<file path="config.mk">
export PLATFORM = sky130hd
export DESIGN_NAME = bptc_pressure
export DESIGN_NICKNAME = d
export VERILOG_FILES = /design/src/rtl/bptc_pkg.sv /design/src/rtl/bptc_pressure.sv
export SDC_FILE = /design/constraint.sdc
export NUM_CORES = 2
export LEC_CHECK = 0
export BUFFER_PORTS_ARGS = -buffer_cell sky130_fd_sc_hd__buf_2
export CAP_MARGIN = 25
export CORE_UTILIZATION = 66
export DETAILED_ROUTE_END_ITERATION = 16
export MAX_ROUTING_LAYER = met4
export PLACE_DENSITY = 0.84
export SYNTH_ARGS = -nofsm -noshare
export SYNTH_HDL_FRONTEND = slang
export SYNTH_SLANG_ARGS = --single-unit
</file>
<file path="constraint.sdc">
create_clock -name clk_i -period 4.7 [get_ports clk_i]
set_clock_uncertainty 0.2 [all_clocks]
set_input_delay 0.705 -clock clk_i [delete_from_list [all_inputs] [get_ports clk_i]]
set_output_delay 0.705 -clock clk_i [all_outputs]
set_load 0.05 [all_outputs]
</file>
<file path="src/rtl/bptc_pkg.sv">
`default_nettype none
package bptc_pkg;

  // Field widths
  localparam int unsigned CAL_W   = 16;  // calibration word
  localparam int unsigned RAW_W   = 24;  // raw conversion result
  localparam int unsigned TOUT_W  = 19;  // compensated temperature
  localparam int unsigned PRS_W   = 32;  // compensated pressure
  localparam int unsigned CFG_IDX_W = 3;

  // Internal widths, sized to the value ranges
  localparam int unsigned DT_W   = 25;  // dT
  localparam int unsigned PT_W   = 42;  // dT * temperature coeff
  localparam int unsigned DD_W   = 50;  // dT squared
  localparam int unsigned CP_W   = 43;  // dT * offset/sensitivity coeff
  localparam int unsigned AB_W   = 20;  // TEMP-2000, TEMP+1500
  localparam int unsigned T2_W   = 17;  // T2
  localparam int unsigned SQ_W   = 40;  // squares of the above
  localparam int unsigned OS_W   = 44;  // OFF, SENS and their corrections
  localparam int unsigned SLO_W  = 22;  // low split of SENS for the product
  localparam int unsigned PLO_W  = RAW_W + SLO_W;      // 46
  localparam int unsigned PHI_W  = RAW_W + 1 + OS_W - SLO_W;  // 47
  localparam int unsigned PROD_W = 66;  // raw pressure * SENS
  localparam int unsigned Q_W    = 48;  // (product >> 21) - OFF

  // Register indexes
  localparam logic [CFG_IDX_W-1:0] REG_PRESS_SENS  = 3'd0;
  localparam logic [CFG_IDX_W-1:0] REG_PRESS_OFF   = 3'd1;
  localparam logic [CFG_IDX_W-1:0] REG_SENS_TCO    = 3'd2;
  localparam logic [CFG_IDX_W-1:0] REG_OFF_TCO     = 3'd3;
  localparam logic [CFG_IDX_W-1:0] REG_TEMP_REF    = 3'd4;
  localparam logic [CFG_IDX_W-1:0] REG_TEMP_COEFF  = 3'd5;

  // Temperature thresholds, relative to TEMP-2000
  localparam logic signed [AB_W-1:0] TEMP_REF_CENTI = 20'sd2000;
  localparam logic signed [AB_W-1:0] LOW_FROM_REF   = 20'sd3500;

  typedef struct packed {
    logic [CAL_W-1:0] press_sens;
    logic [CAL_W-1:0] press_off;
    logic [CAL_W-1:0] sens_tco;
    logic [CAL_W-1:0] off_tco;
    logic [CAL_W-1:0] temp_ref;
    logic [CAL_W-1:0] temp_coeff;
  } cal_t;

  // First-order results leaving stage 3
  typedef struct packed {
    logic                    valid;
    logic [RAW_W-1:0]        d1;
    logic signed [AB_W-1:0]  a;     // TEMP - 2000
    logic signed [AB_W-1:0]  b;     // TEMP + 1500
    logic [T2_W-1:0]         t2;    // already zero at or above 20.00
    logic signed [OS_W-1:0]  off1;
    logic signed [OS_W-1:0]  sens1;
  } s3_t;

  // Corrected terms leaving stage 6
  typedef struct packed {
    logic                    valid;
    logic [RAW_W-1:0]        d1;
    logic signed [OS_W-1:0]  off;
    logic signed [OS_W-1:0]  sens;
    logic signed [TOUT_W-1:0] tout;
  } s6_t;

endpackage
`default_nettype wire

</file>
<file path="src/rtl/bptc_pressure.sv">
`default_nettype none
module bptc_pressure (
  input  wire logic                         clk_i,
  input  wire logic                         rst_ni,
  input  wire logic                         en_i,
  input  wire bptc_pkg::s6_t                s6_i,
  output logic                              valid_o,
  output logic signed [bptc_pkg::TOUT_W-1:0] tout_o,
  output logic signed [bptc_pkg::PRS_W-1:0]  press_o
);
  import bptc_pkg::*;

  logic                     v7_q, v8_q, v9_q;
  logic [PLO_W-1:0]         plo_q;
  logic signed [PHI_W-1:0]  phi_q;
  logic signed [OS_W-1:0]   off_7_q, off_8_q;
  logic signed [TOUT_W-1:0] tout_7_q, tout_8_q, tout_q;
  logic signed [PROD_W-1:0] prod_d, prod_q;
  logic signed [Q_W-1:0]    q;
  logic signed [PRS_W-1:0]  press_q;

  // Stage 8: join the two partial products of raw pressure * SENS
  assign prod_d = (PROD_W'(phi_q) <<< SLO_W) + PROD_W'($signed({1'b0, plo_q}));

  // Stage 9: ((product >> 21) - OFF) >> 15, kept to 32 bits
  assign q = Q_W'(prod_q >>> 21) - Q_W'(off_8_q);

  // Valid bits
  always_ff @(posedge clk_i or negedge rst_ni) begin
    if (!rst_ni) begin
      v7_q <= 1'b0;
      v8_q <= 1'b0;
      v9_q <= 1'b0;
    end else if (en_i) begin
      v7_q <= s6_i.valid;
      v8_q <= v7_q;
      v9_q <= v8_q;
    end
  end

  // Payload; stage 7 splits SENS into an unsigned low and a signed high part
  always_ff @(posedge clk_i) begin
    if (en_i) begin
      plo_q    <= PLO_W'(s6_i.d1) * PLO_W'(s6_i.sens[SLO_W-1:0]);
      phi_q    <= PHI_W'($signed({1'b0, s6_i.d1})) * PHI_W'($signed(s6_i.sens[OS_W-1:SLO_W]));
      off_7_q  <= s6_i.off;
      tout_7_q <= s6_i.tout;
      prod_q   <= prod_d;
      off_8_q  <= off_7_q;
      tout_8_q <= tout_7_q;
      press_q  <= PRS_W'(q >>> 15);
      tout_q   <= tout_8_q;
    end
  end

  assign valid_o = v9_q;
  assign tout_o  = tout_q;
  assign press_o = press_q;

endmodule
`default_nettype wire

</file>
==> Word level (Yosys, flattened, before mapping) <==
Cells that the tools add are included.
{ "totals": {"wordCells": 16, "in_bits": 135, "out_inout_bits": 52, "regBits": 336} }
{ "op_classes": {"add_sub_neg": 2, "mul": 2} }
{ "ops": {"columns": ["operator", "n"], "rows": [
  ["$add A66 B47 Y66", 1],
  ["$mul A24 B22 Y46", 1],
  ["$sub A45 B44 Y46", 1],
  ["$mul A25 B22 Y44", 1]
]} }

==> Depth between registers and ports, before layout <==
{ "logic_depth": {"word_depth": 1, "mapped_depth": 26, "depth_no_buf": 23} }

==> Least setup slack after synthesis <==
OpenSTA, ideal clock, no wires.
{ "synth_timing": {"path_kind": "in2reg", "startpoint": "in s6_i[125] (netlist bit)", "endpoint": "reg plo_q[35] (data pin)", "setup_ps": 263, "required_time_ps": 4237, "path_stages": 25, "arrival_ps": 6696, "path_buffers": 3, "slack_ps": -2459, "cell_sequence": "clkbuf_1 clkbuf_1 nand2_1 fa_1 inv_1 fa_1 inv_1 fa_1 inv_1 fa_1 fa_1 fa_1 inv_1 fa_1 inv_1 ha_1 clkbuf_1 and3_1 a31oi_1 o21ai_0 a221oi_1 or2_2 nand2_1 a311oi_1 xnor2_1"} }
{ "synth_between": {"elab_chain_len": 1} }
{ "synth_rtl": {"columns": ["item", "line_no", "source"], "rows": [
  ["start: declaration", "bptc_pressure.sv:6", "input wire bptc_pkg::s6_t s6_i,"],
  ["$mul A24 B22 Y46", "bptc_pressure.sv:44", "plo_q <= PLO_W'(s6_i.d1) * PLO_W'(s6_i.sens[SLO_W-1:0]);"],
  ["end signal: assignment", "bptc_pressure.sv:44", null],
  ["end: declaration", "bptc_pressure.sv:14", "logic [PLO_W-1:0] plo_q;"]
]} }
Every way passes these cells.
A chain may end at the register's enable or synchronous reset.

==> Worst setup path in the final report <==
{ "layout_timing": {"startpoint": "in s6_i[115] (netlist bit)", "endpoint": "reg phi_q[42] (data pin)"} }
{ "layout_between": {"elab_chain_len": 1} }
{ "layout_rtl": {"columns": ["item", "line_no", "source"], "rows": [
  ["$mul A25 B22 Y44", "bptc_pressure.sv:45", "phi_q <= PHI_W'($signed({1'b0, s6_i.d1})) * PHI_W'($signed(s6_i.sens[OS_W-1:SLO_W]));"],
  ["end signal: assignment", "bptc_pressure.sv:45", null],
  ["end: declaration", "bptc_pressure.sv:15", "logic signed [PHI_W-1:0] phi_q;"]
]} }
Every way passes these cells.

==> impl_metrics.json <==
{
  "die_h_um": 268.3,
  "endpoint_kind": "register",
  "synth_seq_area_share": 0.1877,
  "violations": "setup timing",
  "period_needed_ns": 7.178,
  "maxCapViolations": 0,
  "max-slew-margin-rel": 0.3888,
  "critPathMaxFanout": 6,
  "grt_pass1_vias": 40440,
  "htreeDepth": 1,
  "ant_nets": 0,
  "synth_edf_count": 290,
  "placed_cell_area_mm2": 0.05249,
  "die_area_mm2": 0.07196,
  "arrival_ns": 7.32,
  "grt_max_degree": 119,
  "cpMaxStageDelayCell": "fa_1",
  "ys_ff_latch": 293,
  "synth-xor-area-share": 0.02246,
  "drtPass1Iterations": 8,
  "cts_buffers": 26,
  "fmax_mhz": 139.3,
  "synth_most_common_cell": "inv_1",
  "synth_simple_gate_area_frac": 0.1484,
  "max_stage_delay_ns": 0.57,
  "synthCells": 4756,
  "gp_congestion": 0.9842,
  "cts_tree": "done",
  "clk_path_buf_depth": 3,
  "synth_top_family_by_area": "adder cells",
  "track_usage": 0.3920,
  "synth_nets": 6162,
  "vias": 38760,
  "first_iter_violations": 4216,
  "viasPerCell": 6.178,
  "initial_core_util": 0.6681,
  "finalHoldViolations": 0,
  "status": "finished with violations",
  "setup_viol": 61,
  "clk_latency_ns": 0.56,
  "worst_pin_slew_ns": 0.9168,
  "area_delta_synth_final_pct": 21.92,
  "ios": 187,
  "grt_overflow": 0,
  "clk_pin_slew_ns": 0.07,
  "synthArstFlopShare": 0.01024,
  "dieWidth_um": 268.3,
  "crit_type": "in2reg",
  "synth_top_area_frac": 0.3744,
  "final_area_mm2": 0.05704,
  "core_mm2": 0.07003,
  "rsz0062_at_grt": "yes",
  "drive_gt1_frac": 0.2331,
  "fin_crit_sh": 1.527,
  "synthFlopType": "edfxtp_1",
  "path_cells": "buf_16 -> buf_12 -> buf_12 -> and2_1 -> fa_1 -> inv_1 -> fa_1 -> inv_1 -> fa_2 -> fa_1 -> fa_2 -> fa_1 -> inv_1 -> fa_1 -> inv_1 -> ha_4 -> nand2_4 -> nor4_4 -> nand3_1 -> a21oi_2 -> o211ai_1 -> a21oi_2 -> a41oi_2 -> o41ai_1",
  "synth-compound-area-share": 0.06199,
  "wl_per_cell_um": 23.59,
  "crit_top_cell": "fa_1",
  "antenna_found_initial": 1,
  "nets": 6717,
  "yosys-top-cells-area": "fa_1 (37%), edfxtp_1 (19%), ha_1 (11%)",
  "required_ns": 4.85,
  "io_buffer_count": 186,
  "netlist_area_mm2": 0.04679,
  "root_buffer": "clkbuf_16",
  "rows": 97,
  "n_fill_cell": 3636,
  "hp-class": "in2reg",
  "hpwl_um": 98200,
  "synth_top_cell_by_area": "fa_1",
  "routed_wl_um": 148000,
  "synth.cells.most_frequent": "inv_1 (978), fa_1 (875), nand2_1 (699)",
  "synth_mux_area_frac": 0.0009627,
  "synth_adder_area_share": 0.4803,
  "cts_sinks": 293,
  "final_max_slew_viol_count": 0,
  "yosys.cell_types.count": 82,
  "grt_first_pass_wirelength_um": 210400,
  "cp-start-kind": "input pin",
  "fin_ws_ns": -2.478,
  "ys.warnings.count": 0,
  "syn_area_per_cell_um2": 9.837,
  "drc_errors": 0
}
[layout by cell type (no fill, tap or decap), types with 60 or more instances in the layout]
cell and n:
xnor2_1 71, a21oi_1 91, inv_1 931, nand2_1 671, buf_2 132, buf_6 90, buf_4 449, and2_1 368
nor2_1 61, a21o_1 60, fa_1 825, edfxtp_1 290, ha_1 348
[worst paths after layout]
kind | start | to | slack (ns) | depth (start not counted)
max | s6_i[115] | phi_q[42] | -2.48 | 24
min | s6_i[63] | off_7_q[0] | 0.12 | 1
max reg2reg | plo_q[22] | prod_q[58] | 0.76 | 11
min reg2reg | off_7_q[9] | off_8_q[9] | 0.22 | 0
max in group asynchronous | rst_ni | valid_o | 3.92 | 2
min in group asynchronous | rst_ni | v7_q | 0.27 | 2
[kinds of logic after synthesis]
kind of cell | Yosys count
buffers and inverters | 1216
AO/OA/AOI/OAI | 441
adder cells (fa/ha/maj) | 1271
multiplexers | 4
XOR/XNOR | 120
AND/OR/NAND/NOR | 1411
flip-flops | 293
[critical path, delay by kind of cell]
| family | cells | cell delay (ns) |
|---|---|---|
| compound gates | 5 | 0.88 |
| fa+ha+maj | 8 | 3.86 |
| buf+inv | 7 | 0.89 |
| simple gates | 4 | 0.96 |
[stage by stage]
| stage | cells | hold WS [ns] | util | TNS (ns) | setup WS, ns |
|---|---|---|---|---|---|
| after global routing | 6270 | 0.1074 | 0.8144 | -116.44 | -2.592 |
| after floorplan | 4756 | 0.2003 | - | -98.18 | -2.079 |
| after CTS | 6225 | 0.1061 | 0.7943 | -89.31 | -1.831 |
| after global placement | 6097 | 0.2001 | 0.7495 | -130.94 | -2.463 |
| after detailed placement | 6097 | 0.2045 | 0.7495 | -138.60 | -2.660 |
| final | 6274 | 0.1184 | 0.8145 | -111.52 | -2.478 |
[registers in the layout (all words and copies together), names as in the netlist]
| signal | cells |
|---|---|
| tout_o | 19 |
| plo_q | 25 |
| off_7_q | 44 |
| phi_q | 44 |
| v7_q | 1 |
| valid_o | 1 |
| tout_8_q | 19 |
| off_8_q | 44 |
| v8_q | 1 |
| press_o | 31 |
| prod_q | 45 |
| tout_7_q | 19 |
[area by class of cell]
class | count | area [µm²] | share of cell area
clock inverters | 16 | 187.7 | 0.003290
diodes | 5 | 12.51 | 0.0002194
clock buffers | 30 | 686.9 | 0.01204
flip-flops and latches | 293 | 8783 | 0.1540
inverters | 978 | 3671 | 0.06436
well taps | 940 | 1176 | 0.02062
repair buffers | 765 | 6887 | 0.1207
multi-input cells | 3247 | 35640 | 0.6248
[timing repair]
item | CTS | global route
setup buffers | 84 | 48
pin swaps | 186 | 159
resized for setup | 348 | 257
hold buffers | 1 | 0
setup endpoints to repair | 62 | 62
endpoints found under the hold margin | 3 | 0
cloned | 9 | 6
[routing by layer]
layer / vias to the layer above / track usage / part of all wire
li1: 15770 / - / -
met1: 18790 / 0.4681 / 0.33
met2: 3093 / 0.6341 / 0.47
met3: 1109 / 0.07184 / 0.12
met4: 0 / 0.2102 / 0.088
met5: - / - / 0
Power is not shown: default switching activity piles up to over one toggle a cycle in this logic, so the estimate is an artifact.
