$ cat src/rtl/bptc_pkg.sv
`default_nettype none
package bptc_pkg;

  // Field widths
  localparam int unsigned CAL_W   = 16;  // calibration word
  localparam int unsigned RAW_W   = 24;  // raw conversion result
  localparam int unsigned TOUT_W  = 19;  // compensated temperature
  localparam int unsigned PRS_W   = 32;  // compensated pressure
  localparam int unsigned CFG_IDX_W = 3;

  // Internal widths, sized to the value ranges
  localparam int unsigned DT_W   = 25;  // dT
  localparam int unsigned PT_W   = 42;  // dT * temperature coeff
  localparam int unsigned DD_W   = 50;  // dT squared
  localparam int unsigned CP_W   = 43;  // dT * offset/sensitivity coeff
  localparam int unsigned AB_W   = 20;  // TEMP-2000, TEMP+1500
  localparam int unsigned T2_W   = 17;  // T2
  localparam int unsigned SQ_W   = 40;  // squares of the above
  localparam int unsigned OS_W   = 44;  // OFF, SENS and their corrections
  localparam int unsigned SLO_W  = 22;  // low split of SENS for the product
  localparam int unsigned PLO_W  = RAW_W + SLO_W;      // 46
  localparam int unsigned PHI_W  = RAW_W + 1 + OS_W - SLO_W;  // 47
  localparam int unsigned PROD_W = 66;  // raw pressure * SENS
  localparam int unsigned Q_W    = 48;  // (product >> 21) - OFF

  // Register indexes
  localparam logic [CFG_IDX_W-1:0] REG_PRESS_SENS  = 3'd0;
  localparam logic [CFG_IDX_W-1:0] REG_PRESS_OFF   = 3'd1;
  localparam logic [CFG_IDX_W-1:0] REG_SENS_TCO    = 3'd2;
  localparam logic [CFG_IDX_W-1:0] REG_OFF_TCO     = 3'd3;
  localparam logic [CFG_IDX_W-1:0] REG_TEMP_REF    = 3'd4;
  localparam logic [CFG_IDX_W-1:0] REG_TEMP_COEFF  = 3'd5;

  // Temperature thresholds, relative to TEMP-2000
  localparam logic signed [AB_W-1:0] TEMP_REF_CENTI = 20'sd2000;
  localparam logic signed [AB_W-1:0] LOW_FROM_REF   = 20'sd3500;

  typedef struct packed {
    logic [CAL_W-1:0] press_sens;
    logic [CAL_W-1:0] press_off;
    logic [CAL_W-1:0] sens_tco;
    logic [CAL_W-1:0] off_tco;
    logic [CAL_W-1:0] temp_ref;
    logic [CAL_W-1:0] temp_coeff;
  } cal_t;

  // First-order results leaving stage 3
  typedef struct packed {
    logic                    valid;
    logic [RAW_W-1:0]        d1;
    logic signed [AB_W-1:0]  a;     // TEMP - 2000
    logic signed [AB_W-1:0]  b;     // TEMP + 1500
    logic [T2_W-1:0]         t2;    // already zero at or above 20.00
    logic signed [OS_W-1:0]  off1;
    logic signed [OS_W-1:0]  sens1;
  } s3_t;

  // Corrected terms leaving stage 6
  typedef struct packed {
    logic                    valid;
    logic [RAW_W-1:0]        d1;
    logic signed [OS_W-1:0]  off;
    logic signed [OS_W-1:0]  sens;
    logic signed [TOUT_W-1:0] tout;
  } s6_t;

endpackage
`default_nettype wire

$ cat src/rtl/bptc_second_order.sv
`default_nettype none
module bptc_second_order (
  input  wire logic           clk_i,
  input  wire logic           rst_ni,
  input  wire logic           en_i,
  input  wire bptc_pkg::s3_t  s3_i,
  output bptc_pkg::s6_t       s6_o
);
  import bptc_pkg::*;

  logic                     v4_q, v5_q, v6_q;
  logic [RAW_W-1:0]         d1_4_q, d1_5_q;
  logic signed [SQ_W-1:0]   a2_q, b2_q;
  logic                     lo_q, vlo_q;
  logic signed [OS_W-1:0]   off1_4_q, sens1_4_q, off1_5_q, sens1_5_q;
  logic signed [TOUT_W-1:0] tout_d, tout_4_q, tout_5_q;
  logic signed [AB_W-1:0]   temp;
  logic signed [SQ_W+5:0]   m61, m29;
  logic signed [SQ_W+4:0]   b17, b9;
  logic signed [OS_W-1:0]   off2_d, sens2_d, off2_q, sens2_q;
  s6_t                      s6_d, s6_q;

  // Stage 4: squares, compensated temperature
  assign temp   = s3_i.a + TEMP_REF_CENTI;
  assign tout_d = TOUT_W'((AB_W+1)'(temp) - (AB_W+1)'($signed({1'b0, s3_i.t2})));

  // Stage 5: OFF2 = 61*a^2/16 (+17*b^2), SENS2 = 29*a^2/16 (+9*b^2)
  assign m61 = ((SQ_W+6)'(a2_q) <<< 6) - ((SQ_W+6)'(a2_q) <<< 2) + (SQ_W+6)'(a2_q);
  assign m29 = ((SQ_W+6)'(a2_q) <<< 5) - ((SQ_W+6)'(a2_q) <<< 1) - (SQ_W+6)'(a2_q);
  assign b17 = ((SQ_W+5)'(b2_q) <<< 4) + (SQ_W+5)'(b2_q);
  assign b9  = ((SQ_W+5)'(b2_q) <<< 3) + (SQ_W+5)'(b2_q);

  always_comb begin
    off2_d  = '0;
    sens2_d = '0;
    if (lo_q) begin
      off2_d  = OS_W'(m61 >>> 4);
      sens2_d = OS_W'(m29 >>> 4);
      if (vlo_q) begin
        off2_d  = off2_d + OS_W'(b17);
        sens2_d = sens2_d + OS_W'(b9);
      end
    end
  end

  // Stage 6: corrected OFF and SENS
  always_comb begin
    s6_d.valid = v5_q;
    s6_d.d1    = d1_5_q;
    s6_d.off   = off1_5_q - off2_q;
    s6_d.sens  = sens1_5_q - sens2_q;
    s6_d.tout  = tout_5_q;
  end

  // Valid bits
  always_ff @(posedge clk_i or negedge rst_ni) begin
    if (!rst_ni) begin
      v4_q <= 1'b0;
      v5_q <= 1'b0;
      v6_q <= 1'b0;
    end else if (en_i) begin
      v4_q <= s3_i.valid;
      v5_q <= v4_q;
      v6_q <= v5_q;
    end
  end

  // Payload
  always_ff @(posedge clk_i) begin
    if (en_i) begin
      d1_4_q    <= s3_i.d1;
      a2_q      <= SQ_W'(s3_i.a) * SQ_W'(s3_i.a);
      b2_q      <= SQ_W'(s3_i.b) * SQ_W'(s3_i.b);
      lo_q      <= s3_i.a[AB_W-1];
      vlo_q     <= s3_i.b[AB_W-1];
      off1_4_q  <= s3_i.off1;
      sens1_4_q <= s3_i.sens1;
      tout_4_q  <= tout_d;
      d1_5_q    <= d1_4_q;
      off1_5_q  <= off1_4_q;
      sens1_5_q <= sens1_4_q;
      off2_q    <= off2_d;
      sens2_q   <= sens2_d;
      tout_5_q  <= tout_4_q;
      s6_q      <= s6_d;
    end
  end

  always_comb begin
    s6_o       = s6_q;
    s6_o.valid = v6_q;
  end

endmodule
`default_nettype wire

$ cat config.mk
export PLATFORM = sky130hd
export DESIGN_NAME = bptc_second_order
export DESIGN_NICKNAME = d
export VERILOG_FILES = /design/src/rtl/bptc_pkg.sv /design/src/rtl/bptc_second_order.sv
export SDC_FILE = /design/constraint.sdc
export NUM_CORES = 2
export LEC_CHECK = 0
export BUFFER_PORTS_ARGS = -buffer_cell sky130_fd_sc_hd__buf_2
export CAP_MARGIN = 10
export CORE_ASPECT_RATIO = 0.6
export CORE_UTILIZATION = 25
export CTS_CLUSTER_SIZE = 10
export DETAILED_ROUTE_END_ITERATION = 10
export HOLD_SLACK_MARGIN = 0.05
export SLEW_MARGIN = 20
export SYNTH_ARGS = -nofsm -noshare
export SYNTH_HDL_FRONTEND = slang
export SYNTH_SLANG_ARGS = --single-unit
$ cat constraint.sdc
create_clock -name clk_i -period 7.3 [get_ports clk_i]
set_input_delay 0.365 -clock clk_i [delete_from_list [all_inputs] [get_ports clk_i]]
set_output_delay 0.365 -clock clk_i [all_outputs]
set_load 0.01 [all_outputs]
# Word level (Yosys, flattened, before mapping)
# Cells that the tools add are included.
# op_classes
eq_ne	0
add_sub_neg	12
n_shift	0
n_lt_le_gt_ge	0
div	0
n_mul	2
bitwise_logic	0
mux	2
reduce_logical	0
# op_table
op	count
$add A42 B44 Y44	2
$mux W44	2
$sub A44 B44 Y44	2
$mul A20 B20 Y40	2
$add A46 B40 Y46	1
$sub A45 B41 Y46	1
$sub A46 B40 Y46	1
$sub A46 B42 Y46	1
$add A43 B40 Y44	1
$add A44 B40 Y44	1
$add A19 B12 Y19 const B	1
$sub A19 B18 Y19	1
# totals
input_bits	173
latchBits	0
mem_bits_ro	0
out_inout_bits	132
mem_bits_rw	0
wordCells	37
regBits	566
n_memories	0

# Longest topological paths before layout
# depth
ltp_word	4
depth_mapped	29
depth_no_buf	28

# Worst setup path after synthesis
# No wires, ideal clock.
# synth_timing
path_type	input to register
from	input s3_i[108] (netlist bit)
to	register b2_q[39] (data pin)
t_arrival_ps	7217
required_ps	7042
cell_stages	25
setup_slack_ps	-174
cell_sequence	clkbuf_1 clkbuf_1 nand2_1 fa_1 inv_1 fa_1 fa_1 fa_1 fa_1 fa_1 inv_1 fa_1 inv_1 ha_1 and3_1 a221o_1 a2111o_1 or4_1 a31oi_1 o21a_1 nand3b_1 o31a_2 o31ai_1 a21oi_2 xnor2_1
# synth_between
elab_chain_len	1
# synth_lines
element	line_no	source
from (decl)	bptc_second_order.sv:6	input wire bptc_pkg::s3_t s3_i,
$mul A20 B20 Y40	bptc_second_order.sv:73	b2_q <= SQ_W'(s3_i.b) * SQ_W'(s3_i.b);
to (signal assigned)	bptc_second_order.sv:73	
to (decl)	bptc_second_order.sv:13	logic signed [SQ_W-1:0] a2_q, b2_q;
# No other way between the ends.
# A chain may end at the register's enable or synchronous reset.

# Worst setup path after layout
# layout_timing
from	input s3_i[124] (netlist bit)
to	register b2_q[39] (data pin)
# Same word-level chain as after synthesis.

==> flow_summary.ini <==
[run]
cap_viol_max_count = 0

[logic_synthesis]
syn_area_sq_um = 62600
synth-async-reset-ratio_pct = 0.532
syn_area_per_cell_sq_um = 10.4
ys_ff_latch = 564
synth_ff_type = edfxtp_1
synth_top_family_by_area = adder cells
synth.area.top_cells = fa_1 (29%), edfxtp_1 (27%), ha_1 (11%)
syn_inst = 6005
synth_fa_ha_area_share_pct = 39.8
ys_warn_count = 0
yosysSeqAreaShare_pct = 27.0
synth_top_area_cell = fa_1
synth_edf_count = 561
synth-compound-area-share_pct = 10.4
synth_xor_area_share_pct = 4.80
synth-simple-area-share_pct = 8.91
synthMuxAreaShare_pct = 0.418
yosysTopAreaCellShare_pct = 29.2
ys_types = 85

[global_routing]
grt_pass1_vias = 45600
overflow = 0
grt_pass1_wl_microns = 276000
grt_use_total_pct = 14.2
grt_antenna_before_repair = 12
grt_max_degree = 157

[critical_path]
cp-end-kind = flop
critPathMaxFanout = 8
worstPathArrival_ns = 7.45
worst-r2r-setup-slack_ns = 0.33
crit_type = in -> reg
worstPathRequired_ns = 7.69
cp-start-kind = input pin

[worst_hold_path]
min-delay-path-class = in -> reg

[route]
firstDrtPassIters = 5
drt_iter0_markers = 4004
wl_microns = 181000
wl_per_cell_microns = 18.1
drc = 0
ant_nets = 0
viasPerCell = 4.46
vias = 44700

[timing]
grt_setup_unrepaired = false
finalMaxSlewViolations = 0
period_minus_slack_ns = 7.05
finalCritPeriodShare_pct = 96.6
final-setup-viol-count = 0
timing.hold.ws_ns = 0.155
final.setup.tns_ns = 0
timing.fmax_mhz = 142
finalHoldViolations = 0
worstMarginPinSlew_ns = 1.06
max_slew_margin_pct = 29.6
fin_worst_skew_ns = 0.0549

[floorplan]
floorplan.initialDensity_pct = 25.3
num_rows = 141
die_h_microns = 390
io_pins = 305
coreArea_sq_um = 248000
fp.dieW_microns = 648
dieArea_sq_um = 252000

[clock_tree]
cts_buffers = 72
cts-htree-levels = 3
clk_pin_slew_worst_paths_ns = 0.06
tritoncts = yes
cts_root_buf = clkbuf_16
clk_latency_ns = 0.71
clock-sinks = 564
cts_buffer_depth = 3

[placement]
port_buffers = 304
gp_congestion = 0.935
placed_cells = 9784
dp_hpwl_microns = 151000

[finish]
diodes = 0
drive_gt1_share_pct = 11.5
syn2layout_area_growth_pct = 17.7
mostFrequentLayoutCell = inv_1
nets = 8304
layout_common_cells = inv_1 (1292), fa_1 (914), edfxtp_1 (561)
final_util_pct = 29.8
stdcell_count = 10000

[status]
status = finished, final reports clean
-- final timing paths --
check	startpoint	to	depth (start not counted)
min in group asynchronous	rst_ni	v5_q$_DFFE_PN0P_	3
hold / removal	s3_i[89]	tout_4_q[1]$_DFFE_PP_	4
setup / recovery	s3_i[124]	b2_q[39]$_DFFE_PP_	26
setup reg to reg	a2_q[8]$_DFFE_PP_	sens2_q[34]$_SDFFCE_PN0P_	24
max in group asynchronous	rst_ni	v4_q$_DFFE_PN0P_	3
hold reg to reg	off1_4_q[36]$_DFFE_PP_	off1_5_q[36]$_DFFE_PP_	0
-- timing repair --
action	4_1_cts	5_1_grt
buffers inserted	0	1
endpoints found under the hold margin	117	0
setup endpoints to repair	0	17
gates resized for setup	0	13
hold buffers	116	0
-- layout make-up --
type / count / area [sq um]
Clock buffer: 84 / 1860
Clock inverter: 23 / 290
Fill cell: 25500 / 174000
Inverter: 1299 / 4880
Multi-Input combinational cell: 4013 / 40400
Sequential cell: 564 / 16900
Tap cell: 3289 / 4120
Timing Repair Buffer: 736 / 5240
-- metrics by stage --
| step | setup WS, ns | area [sq um] |
|---|---|---|
| 5_1_grt | 0.0142 | 73700 |
| 6_report | 0.248 | 73700 |
| 3_5_place_dp | -0.400 | 70300 |
| 4_1_cts | 0.158 | 73600 |
| 3_3_place_gp | -0.369 | 70300 |
| 2_1_floorplan | 0.00463 | 62600 |
-- cell families (layout without fill, tap and decap cells) --
family | Yosys count | in the layout
muxes | 25 | 25
adders and majority gates | 1445 | 1445
AOI/OAI and AO/OA | 1007 | 1007
buffers and inverters | 1431 | 2142
and+or+nand+nor | 1189 | 1189
other | 1 | 4
xor gates and xnor gates | 343 | 343
DFF | 564 | 564
-- flip-flops by register name (all words and copies together), names as in the netlist, 19 cells and up --
name / count
s6_o: 131
off1_4_q: 44
off1_5_q: 44
off2_q: 44
sens1_4_q: 44
sens1_5_q: 44
sens2_q: 44
a2_q: 39
b2_q: 39
d1_4_q: 24
d1_5_q: 24
tout_4_q: 19
tout_5_q: 19
-- Yosys cell counts, drive strengths merged (19+ instances only) --
cell and instances:
a211oi 47, ha 531, nand3 53, nor2 277, o21bai 57, o21a 47
nand2b 31, and2 146, edfxtp 561, fa 914, a21oi 329, inv 1295
or3 20, or2 19, o21ai 169, a31oi 22, xnor2 234, nor3 50
nand4 32, and3 26, clkbuf 125, a21o 183, o31ai 22, xor2 109
nand2 438, nor2b 62
-- worst max-delay path: stages --
cell and delay [ns]:
buf_2 0.24, buf_4 0.17, nor2b_1 0.20, xnor2_1 0.09, ha_1 0.20, a31o_2 0.24
fa_1 0.53, fa_1 0.45, fa_1 0.55, fa_1 0.45, fa_1 0.61, inv_1 0.09
fa_1 0.51, inv_1 0.05, ha_1 0.31, and3_1 0.21, a221o_1 0.35, a2111o_1 0.35
or4_1 0.46, a31oi_2 0.23, o21a_1 0.17, nand3b_1 0.14, o31a_2 0.16, o31ai_1 0.09
a21oi_2 0.15, xnor2_1 0.09
-- layer usage --
metal	track usage (%)	wire (microns)	vias up
met1	23.0	94400	22200
met2	19.1	68500	1587
met5	0	41	-
li1	-	-	20800
met3	3.16	15500	145
met4	2.04	2350	6
Power is left out: the tool's default activity adds up to more than one toggle a clock period on the data nets, which glitch-free logic cannot reach.
