File: src/rtl/bptc_pkg.sv
`default_nettype none
package bptc_pkg;

  // Field widths
  localparam int unsigned CAL_W   = 16;  // calibration word
  localparam int unsigned RAW_W   = 24;  // raw conversion result
  localparam int unsigned TOUT_W  = 19;  // compensated temperature
  localparam int unsigned PRS_W   = 32;  // compensated pressure
  localparam int unsigned CFG_IDX_W = 3;

  // Internal widths, sized to the value ranges
  localparam int unsigned DT_W   = 25;  // dT
  localparam int unsigned PT_W   = 42;  // dT * temperature coeff
  localparam int unsigned DD_W   = 50;  // dT squared
  localparam int unsigned CP_W   = 43;  // dT * offset/sensitivity coeff
  localparam int unsigned AB_W   = 20;  // TEMP-2000, TEMP+1500
  localparam int unsigned T2_W   = 17;  // T2
  localparam int unsigned SQ_W   = 40;  // squares of the above
  localparam int unsigned OS_W   = 44;  // OFF, SENS and their corrections
  localparam int unsigned SLO_W  = 22;  // low split of SENS for the product
  localparam int unsigned PLO_W  = RAW_W + SLO_W;      // 46
  localparam int unsigned PHI_W  = RAW_W + 1 + OS_W - SLO_W;  // 47
  localparam int unsigned PROD_W = 66;  // raw pressure * SENS
  localparam int unsigned Q_W    = 48;  // (product >> 21) - OFF

  // Register indexes
  localparam logic [CFG_IDX_W-1:0] REG_PRESS_SENS  = 3'd0;
  localparam logic [CFG_IDX_W-1:0] REG_PRESS_OFF   = 3'd1;
  localparam logic [CFG_IDX_W-1:0] REG_SENS_TCO    = 3'd2;
  localparam logic [CFG_IDX_W-1:0] REG_OFF_TCO     = 3'd3;
  localparam logic [CFG_IDX_W-1:0] REG_TEMP_REF    = 3'd4;
  localparam logic [CFG_IDX_W-1:0] REG_TEMP_COEFF  = 3'd5;

  // Temperature thresholds, relative to TEMP-2000
  localparam logic signed [AB_W-1:0] TEMP_REF_CENTI = 20'sd2000;
  localparam logic signed [AB_W-1:0] LOW_FROM_REF   = 20'sd3500;

  typedef struct packed {
    logic [CAL_W-1:0] press_sens;
    logic [CAL_W-1:0] press_off;
    logic [CAL_W-1:0] sens_tco;
    logic [CAL_W-1:0] off_tco;
    logic [CAL_W-1:0] temp_ref;
    logic [CAL_W-1:0] temp_coeff;
  } cal_t;

  // First-order results leaving stage 3
  typedef struct packed {
    logic                    valid;
    logic [RAW_W-1:0]        d1;
    logic signed [AB_W-1:0]  a;     // TEMP - 2000
    logic signed [AB_W-1:0]  b;     // TEMP + 1500
    logic [T2_W-1:0]         t2;    // already zero at or above 20.00
    logic signed [OS_W-1:0]  off1;
    logic signed [OS_W-1:0]  sens1;
  } s3_t;

  // Corrected terms leaving stage 6
  typedef struct packed {
    logic                    valid;
    logic [RAW_W-1:0]        d1;
    logic signed [OS_W-1:0]  off;
    logic signed [OS_W-1:0]  sens;
    logic signed [TOUT_W-1:0] tout;
  } s6_t;

endpackage
`default_nettype wire

File: src/rtl/bptc_first_order.sv
`default_nettype none
module bptc_first_order (
  input  wire logic                        clk_i,
  input  wire logic                        rst_ni,
  input  wire logic                        en_i,
  input  wire logic                        valid_i,
  input  wire logic [bptc_pkg::RAW_W-1:0]  raw_pressure_i,
  input  wire logic [bptc_pkg::RAW_W-1:0]  raw_temperature_i,
  input  wire bptc_pkg::cal_t              cal_i,
  output bptc_pkg::s3_t                    s3_o
);
  import bptc_pkg::*;

  logic                   v1_q, v2_q, v3_q;
  logic [RAW_W-1:0]       d1_1_q, d1_2_q;
  logic signed [DT_W-1:0] dt_d, dt_q;
  logic signed [PT_W-1:0] pt_d, pt_q;
  logic [DD_W-1:0]        dd_d, dd_q;
  logic signed [CP_W-1:0] po_d, po_q, ps_d, ps_q;
  logic signed [AB_W-1:0] a_d;
  logic [DD_W+1:0]        dd3;
  s3_t                    s3_d, s3_q;

  // Stage 1: dT
  assign dt_d = $signed({1'b0, raw_temperature_i}) - $signed({1'b0, cal_i.temp_ref, 8'h00});

  // Stage 2: the four products on dT
  assign pt_d = PT_W'(dt_q) * PT_W'($signed({1'b0, cal_i.temp_coeff}));
  assign dd_d = DD_W'(DD_W'(dt_q) * DD_W'(dt_q));
  assign po_d = CP_W'(dt_q) * CP_W'($signed({1'b0, cal_i.off_tco}));
  assign ps_d = CP_W'(dt_q) * CP_W'($signed({1'b0, cal_i.sens_tco}));

  // Stage 3: TEMP offsets, T2, first-order OFF and SENS
  assign a_d = AB_W'(pt_q >>> 23);
  assign dd3 = (DD_W+2)'(dd_q) + ((DD_W+2)'(dd_q) << 1);
  always_comb begin
    s3_d.valid = v2_q;
    s3_d.d1    = d1_2_q;
    s3_d.a     = a_d;
    s3_d.b     = a_d + LOW_FROM_REF;
    s3_d.t2    = a_d[AB_W-1] ? T2_W'(dd3 >> 33) : '0;
    s3_d.off1  = OS_W'($signed({1'b0, cal_i.press_off, 16'h0000})) + OS_W'(po_q >>> 7);
    s3_d.sens1 = OS_W'($signed({1'b0, cal_i.press_sens, 15'h0000})) + OS_W'(ps_q >>> 8);
  end

  // Valid bits
  always_ff @(posedge clk_i or negedge rst_ni) begin
    if (!rst_ni) begin
      v1_q <= 1'b0;
      v2_q <= 1'b0;
      v3_q <= 1'b0;
    end else if (en_i) begin
      v1_q <= valid_i;
      v2_q <= v1_q;
      v3_q <= v2_q;
    end
  end

  // Payload
  always_ff @(posedge clk_i) begin
    if (en_i) begin
      d1_1_q <= raw_pressure_i;
      dt_q   <= dt_d;
      d1_2_q <= d1_1_q;
      pt_q   <= pt_d;
      dd_q   <= dd_d;
      po_q   <= po_d;
      ps_q   <= ps_d;
      s3_q   <= s3_d;
    end
  end

  always_comb begin
    s3_o       = s3_q;
    s3_o.valid = v3_q;
  end

  // A request taken lands in stage 1; a stall freezes the stages
  a_take: assert property (@(posedge clk_i) disable iff (!rst_ni)
    (en_i && valid_i) |=> v1_q) else $error("accepted request not in stage 1");
  a_bubble: assert property (@(posedge clk_i) disable iff (!rst_ni)
    (en_i && !valid_i) |=> !v1_q) else $error("bubble turned into an item");
  a_hold: assert property (@(posedge clk_i) disable iff (!rst_ni)
    !en_i |=> $stable({v1_q, v2_q, v3_q})) else $error("stages moved during stall");

endmodule
`default_nettype wire

File: config.mk
export PLATFORM = sky130hd
export DESIGN_NAME = bptc_first_order
export DESIGN_NICKNAME = d
export VERILOG_FILES = /design/src/rtl/bptc_pkg.sv /design/src/rtl/bptc_first_order.sv
export SDC_FILE = /design/constraint.sdc
export NUM_CORES = 2
export LEC_CHECK = 0
export ABC_AREA = 1
export ABC_CLOCK_PERIOD_IN_PS = 12900
export BUFFER_PORTS_ARGS = -buffer_cell sky130_fd_sc_hd__buf_2
export CORE_MARGIN = 4
export CORE_UTILIZATION = 65
export DETAILED_ROUTE_END_ITERATION = 16
export PLACE_DENSITY = 0.91
export RECOVER_POWER = 50
export SLEW_MARGIN = 40
export SYNTH_ARGS = -nofsm -noshare
export SYNTH_HDL_FRONTEND = slang
export SYNTH_SLANG_ARGS = --single-unit
File: constraint.sdc
create_clock -name clk_i -period 12.9 [get_ports clk_i]
set_input_delay 0.645 -clock clk_i [delete_from_list [all_inputs] [get_ports clk_i]]
set_output_delay 0.645 -clock clk_i [all_outputs]
set_load 0.005 [all_outputs]
* After elaboration in Yosys (flattened, before gate mapping)
Cells that the tools add are included.
** Operators by class
- Add/sub/neg operators :: 5
- $mul :: 4
** Operators with widths (number)
- $mul A25 B17 Y42 :: 3
- $add A50 B50 Y50 :: 1
- $mul A25 B25 Y50 :: 1
- $add A33 B35 Y36 :: 1
- $add A32 B34 Y35 :: 1
- $sub A24 B24 Y25 :: 1
- $add A19 B13 Y20 const B :: 1
** Storage, ports and cells
- Register bits :: 420
- Input bits :: 148
- Output and inout port bits :: 170
- Word-level logic and storage cells :: 25

* Longest topological paths before layout
- Depth after elaboration :: 1
- Gate-level depth with buffers :: 31
- Gate-level depth less buffers :: 29

* Least setup slack after synthesis
No wires, ideal clock.
- Path kind :: register -> register
- From :: register dt_q[24]
- To :: register dd_q[48], data pin
- Setup time :: 0.253 ns
- Data arrival time :: 6.461 ns
- Data required time :: 12.647 ns
- Setup slack :: 6.186 ns
- Stages on the path, launching flop included :: 26
- Path buffers :: 3
- Clock period less this slack :: 6.714 ns
- Cells stage by stage :: edfxtp_1 -> buf_2 -> clkbuf_1 -> buf_1 -> nand2_1 -> inv_1 -> fa_1 -> fa_1 -> inv_1 -> fa_1 -> inv_1 -> fa_1 -> fa_1 -> inv_1 -> fa_1 -> inv_1 -> fa_1 -> ha_1 -> inv_1 -> nor3_1 -> and2_1 -> nand2_1 -> nor2_1 -> nand2_1 -> nand4_1 -> nand2_1
** Between the ends
- Longest elaborated chain between the ends :: 1
** RTL lines
- start, declared :: RTL line bptc_first_order.sv:16 : logic signed [DT_W-1:0] dt_d, dt_q;
- start signal, assigned :: RTL line bptc_first_order.sv:63 : dt_q <= dt_d;
- $mul A25 B25 Y50 :: RTL line bptc_first_order.sv:29 : assign dd_d = DD_W'(DD_W'(dt_q) * DD_W'(dt_q));
- net dd_d[48] :: RTL line bptc_first_order.sv:18 : logic [DD_W-1:0] dd_d, dd_q;
- end signal, assigned :: RTL line bptc_first_order.sv:66 : dd_q <= dd_d;
- end, declared :: RTL line bptc_first_order.sv:18
The timed path passes the listed nets, and every way through them passes these cells.
A chain may end at the register's enable or synchronous reset.

* Final worst setup path
- From :: register dt_q[2]
- To :: register dd_q[49], data pin
Same word-level chain as after synthesis.

==> results.toml <==
[worst_hold_path]
hold_class = "in -> reg"

[layout]
layout_common_cells = "3,162 x inv_1, 2,888 x nand2_1, 1,777 x fa_1, 551 x ha_1, 475 x nor2_1"
nets = 13100
area_delta_synth_final_pct = 5.03
final_common_cell = "inv_1"
stdcell_count = 12400
drive_gt1_share_pct = 4.26

[cts]
h-tree-depth = 2
root_buffer = "clkbuf_16"
clk_path_buf_depth = 3
cts_tree = "built"
clock-sinks = 361
post_cts_buffers = 0
insertion_delay_ns = 0.66
cts_buffers = 43
cts.clk_slew.worst_paths_ns = 0.07

[timing]
rsz0062_at_grt = "false"
fin_worst_skew_ns = 0.0326
fin_setup_tns_ns = 0
min_period_over_period_pct = 60.7
fmax_mhz = 128
setup_viol_count_final = 0
finalMaxSlewViolations = 260
hold_viol_final = 0
maxSlewHeadroom_pct = -142
layout_min_cycle_time_ns = 7.83
tightest_slew_ns = 3.63

[floorplan]
io_pins = 318
initial_utilization_pct = 65.6
core-area_mm2 = 0.130
dieArea_mm2 = 0.137
dieHeight_um = 370
die_w_um = 370
rows = 132

[placement]
globalplace.congestion = 0.980
dp.cells = 12300
port_buffers = 317
dpl.hpwl_um = 185000

[route]
drc_errors = 0
vias = 68300
dr.max_layer_used = "met5"
drt_wl_total_um = 232000
wl_per_cell_um = 18.7
dr.pass1.iters = 7
ant_nets = 0
drt-met1-wl_um = 83700
viasPerCell = 5.50
dr.first_iter.drc_count = 6523
dr_wl_met2_um = 112000
route.met3.wl_um = 23800

[critical_path]
cp_max_fo = 74
startpoint_type = "flip-flop"
cp.required_ns = 13.31
worst-setup-path-type = "reg -> reg"
end_kind = "flip-flop"
cp.arrival_ns = 8.24

[synthesis]
synthTopCellsByArea = "fa_1 42%, inv_1 14%, nand2_1 13%, edfxtp_1 13%, ha_1 8.1%"
ys_async_sr_fraction_pct = 0.831
ys_seq_area_share_pct = 12.7
synthDistinctLibCells = 43
syn_nets = 13100
yosys_warnings = 0
ys_ff_latch = 361
syn-cell-area_mm2 = 0.0853
ys_dominant_reg_cell = "edfxtp_1"
yosysTopAreaCell = "fa_1"
synth_top_area_share_pct = 41.7
avgSynthCellArea_um2 = 8.06
synthCells = 10600
synth_edf_count = 358

[global_routing]
antenna_found_initial = 15
grt_overflow = 0
grt_use_total_pct = 34.7
grt_max_degree = 91
grt_pass1_vias = 74900
grt_pass1_wl_um = 377000

[status]
failed_checks = "max-capacitance violations, max-slew violations"
outcome = "finished with violations"

[job]
maxCapViolCount = 5
==> path summary, 6_finish.rpt <==
check	depth (start not counted)	start	endpoint	slack, ns
setup / recovery	24	dt_q[2]	dd_q[49]	5.07
hold / removal	1	raw_pressure_i[18]	d1_1_q[18]	0.17
setup reg to reg	24	dt_q[2]	dd_q[49]	5.07
hold reg to reg	0	ps_q[15]	s3_o[7]	0.41
max in group asynchronous	2	rst_ni	v2_q	12.38
min in group asynchronous	2	rst_ni	v1_q	0.35
==> worst max-delay path, cell delays in order (launching register included) <==
cell,delay [ns]
edfxtp_1,0.34
buf_6,0.64
nand2_1,0.25
inv_1,0.16
fa_1,0.58
fa_1,0.73
inv_1,0.23
fa_1,0.82
inv_1,0.25
fa_1,0.52
fa_1,0.60
fa_1,0.44
fa_1,0.40
ha_1,0.45
nand2_1,0.13
inv_1,0.07
nand2_1,0.11
nor3_1,0.31
nand2_1,0.13
nor2_1,0.10
nand2_1,0.07
nand3_2,0.09
inv_1,0.04
nand2_1,0.05
nand2_1,0.04
==> per-layer routing <==
metal	global-route usage, %	up-vias
met5	0.0356	-
met4	15.9	8
met3	7.20	1075
met2	58.2	3819
met1	43.5	33100
li1	-	30300
==> timing repair <==
action | CTS | global route
hold endpoints to repair | 3 | 0
hold buffers | 1 | 0
gates resized for setup | 0 | 0
==> Yosys cell counts (4+ instances only) <==
cell and count:
a21boi_0 4, a21o_1 26, a21oi_1 279, a31oi_1 5, and2_1 6, and3_1 5
buf_1 36, buf_4 21, clkbuf_1 305, edfxtp_1 358, fa_1 1777, ha_1 551
inv_1 3162, nand2_1 2888, nand2_2 12, nand3_1 208, nand3b_1 10, nand4_1 58
nor2_1 475, nor3_1 33, nor4_1 8, o21a_1 4, o21ai_0 124, o21bai_1 33
or2_2 7, xnor2_1 45, xor2_1 119
==> cell type report <==
class	instances	area, µm²
Multi-Input combinational cell	6700	61100
Antenna cell	9	22.5
Timing Repair Buffer	369	1980
Clock buffer	44	1080
Tap cell	1742	2180
Inverter	3162	11900
Clock inverter	35	474
Sequential cell	361	10800
Fill cell	9677	40400
==> registers in the layout, summed over array words and instances, names as in the netlist <==
register,count
s3_o,149
v2_q,1
po_q,35
d1_2_q,24
dt_q,25
ps_q,34
pt_q,19
dd_q,48
v1_q,1
d1_1_q,24
v3_q,1
==> stage by stage <==
| step | setup WS, ns | area, µm² | hold WS (ns) | utilization (%) |
|---|---|---|---|---|
| 5_1_grt | 4.51 | 89600 | 0.145 | 68.9 |
| 2_1_floorplan | 6.19 | 85300 | 0.349 | - |
| 4_1_cts | 5.11 | 89600 | 0.137 | 68.9 |
| 6_report | 5.07 | 89600 | 0.166 | 68.9 |
| 3_3_place_gp | 5.09 | 88000 | 0.400 | 67.7 |
| 3_5_place_dp | 5.13 | 88000 | 0.405 | 67.7 |
==> kinds of logic after synthesis <==
| family | Yosys count | synth area share [%] |
|---|---|---|
| and+or+nand+nor | 3720 | 17.1 |
| buffers and inverters | 3525 | 15.6 |
| adders and majority gates | 2328 | 49.8 |
| AOI/OAI and AO/OA | 487 | 3.10 |
| DFF | 361 | 12.7 |
| xor gates and xnor gates | 164 | 1.68 |
| muxes | 1 | 0.0132 |
Power is left out: the tool's default activity adds up to more than one toggle a clock period on the data nets, which glitch-free logic cannot reach.
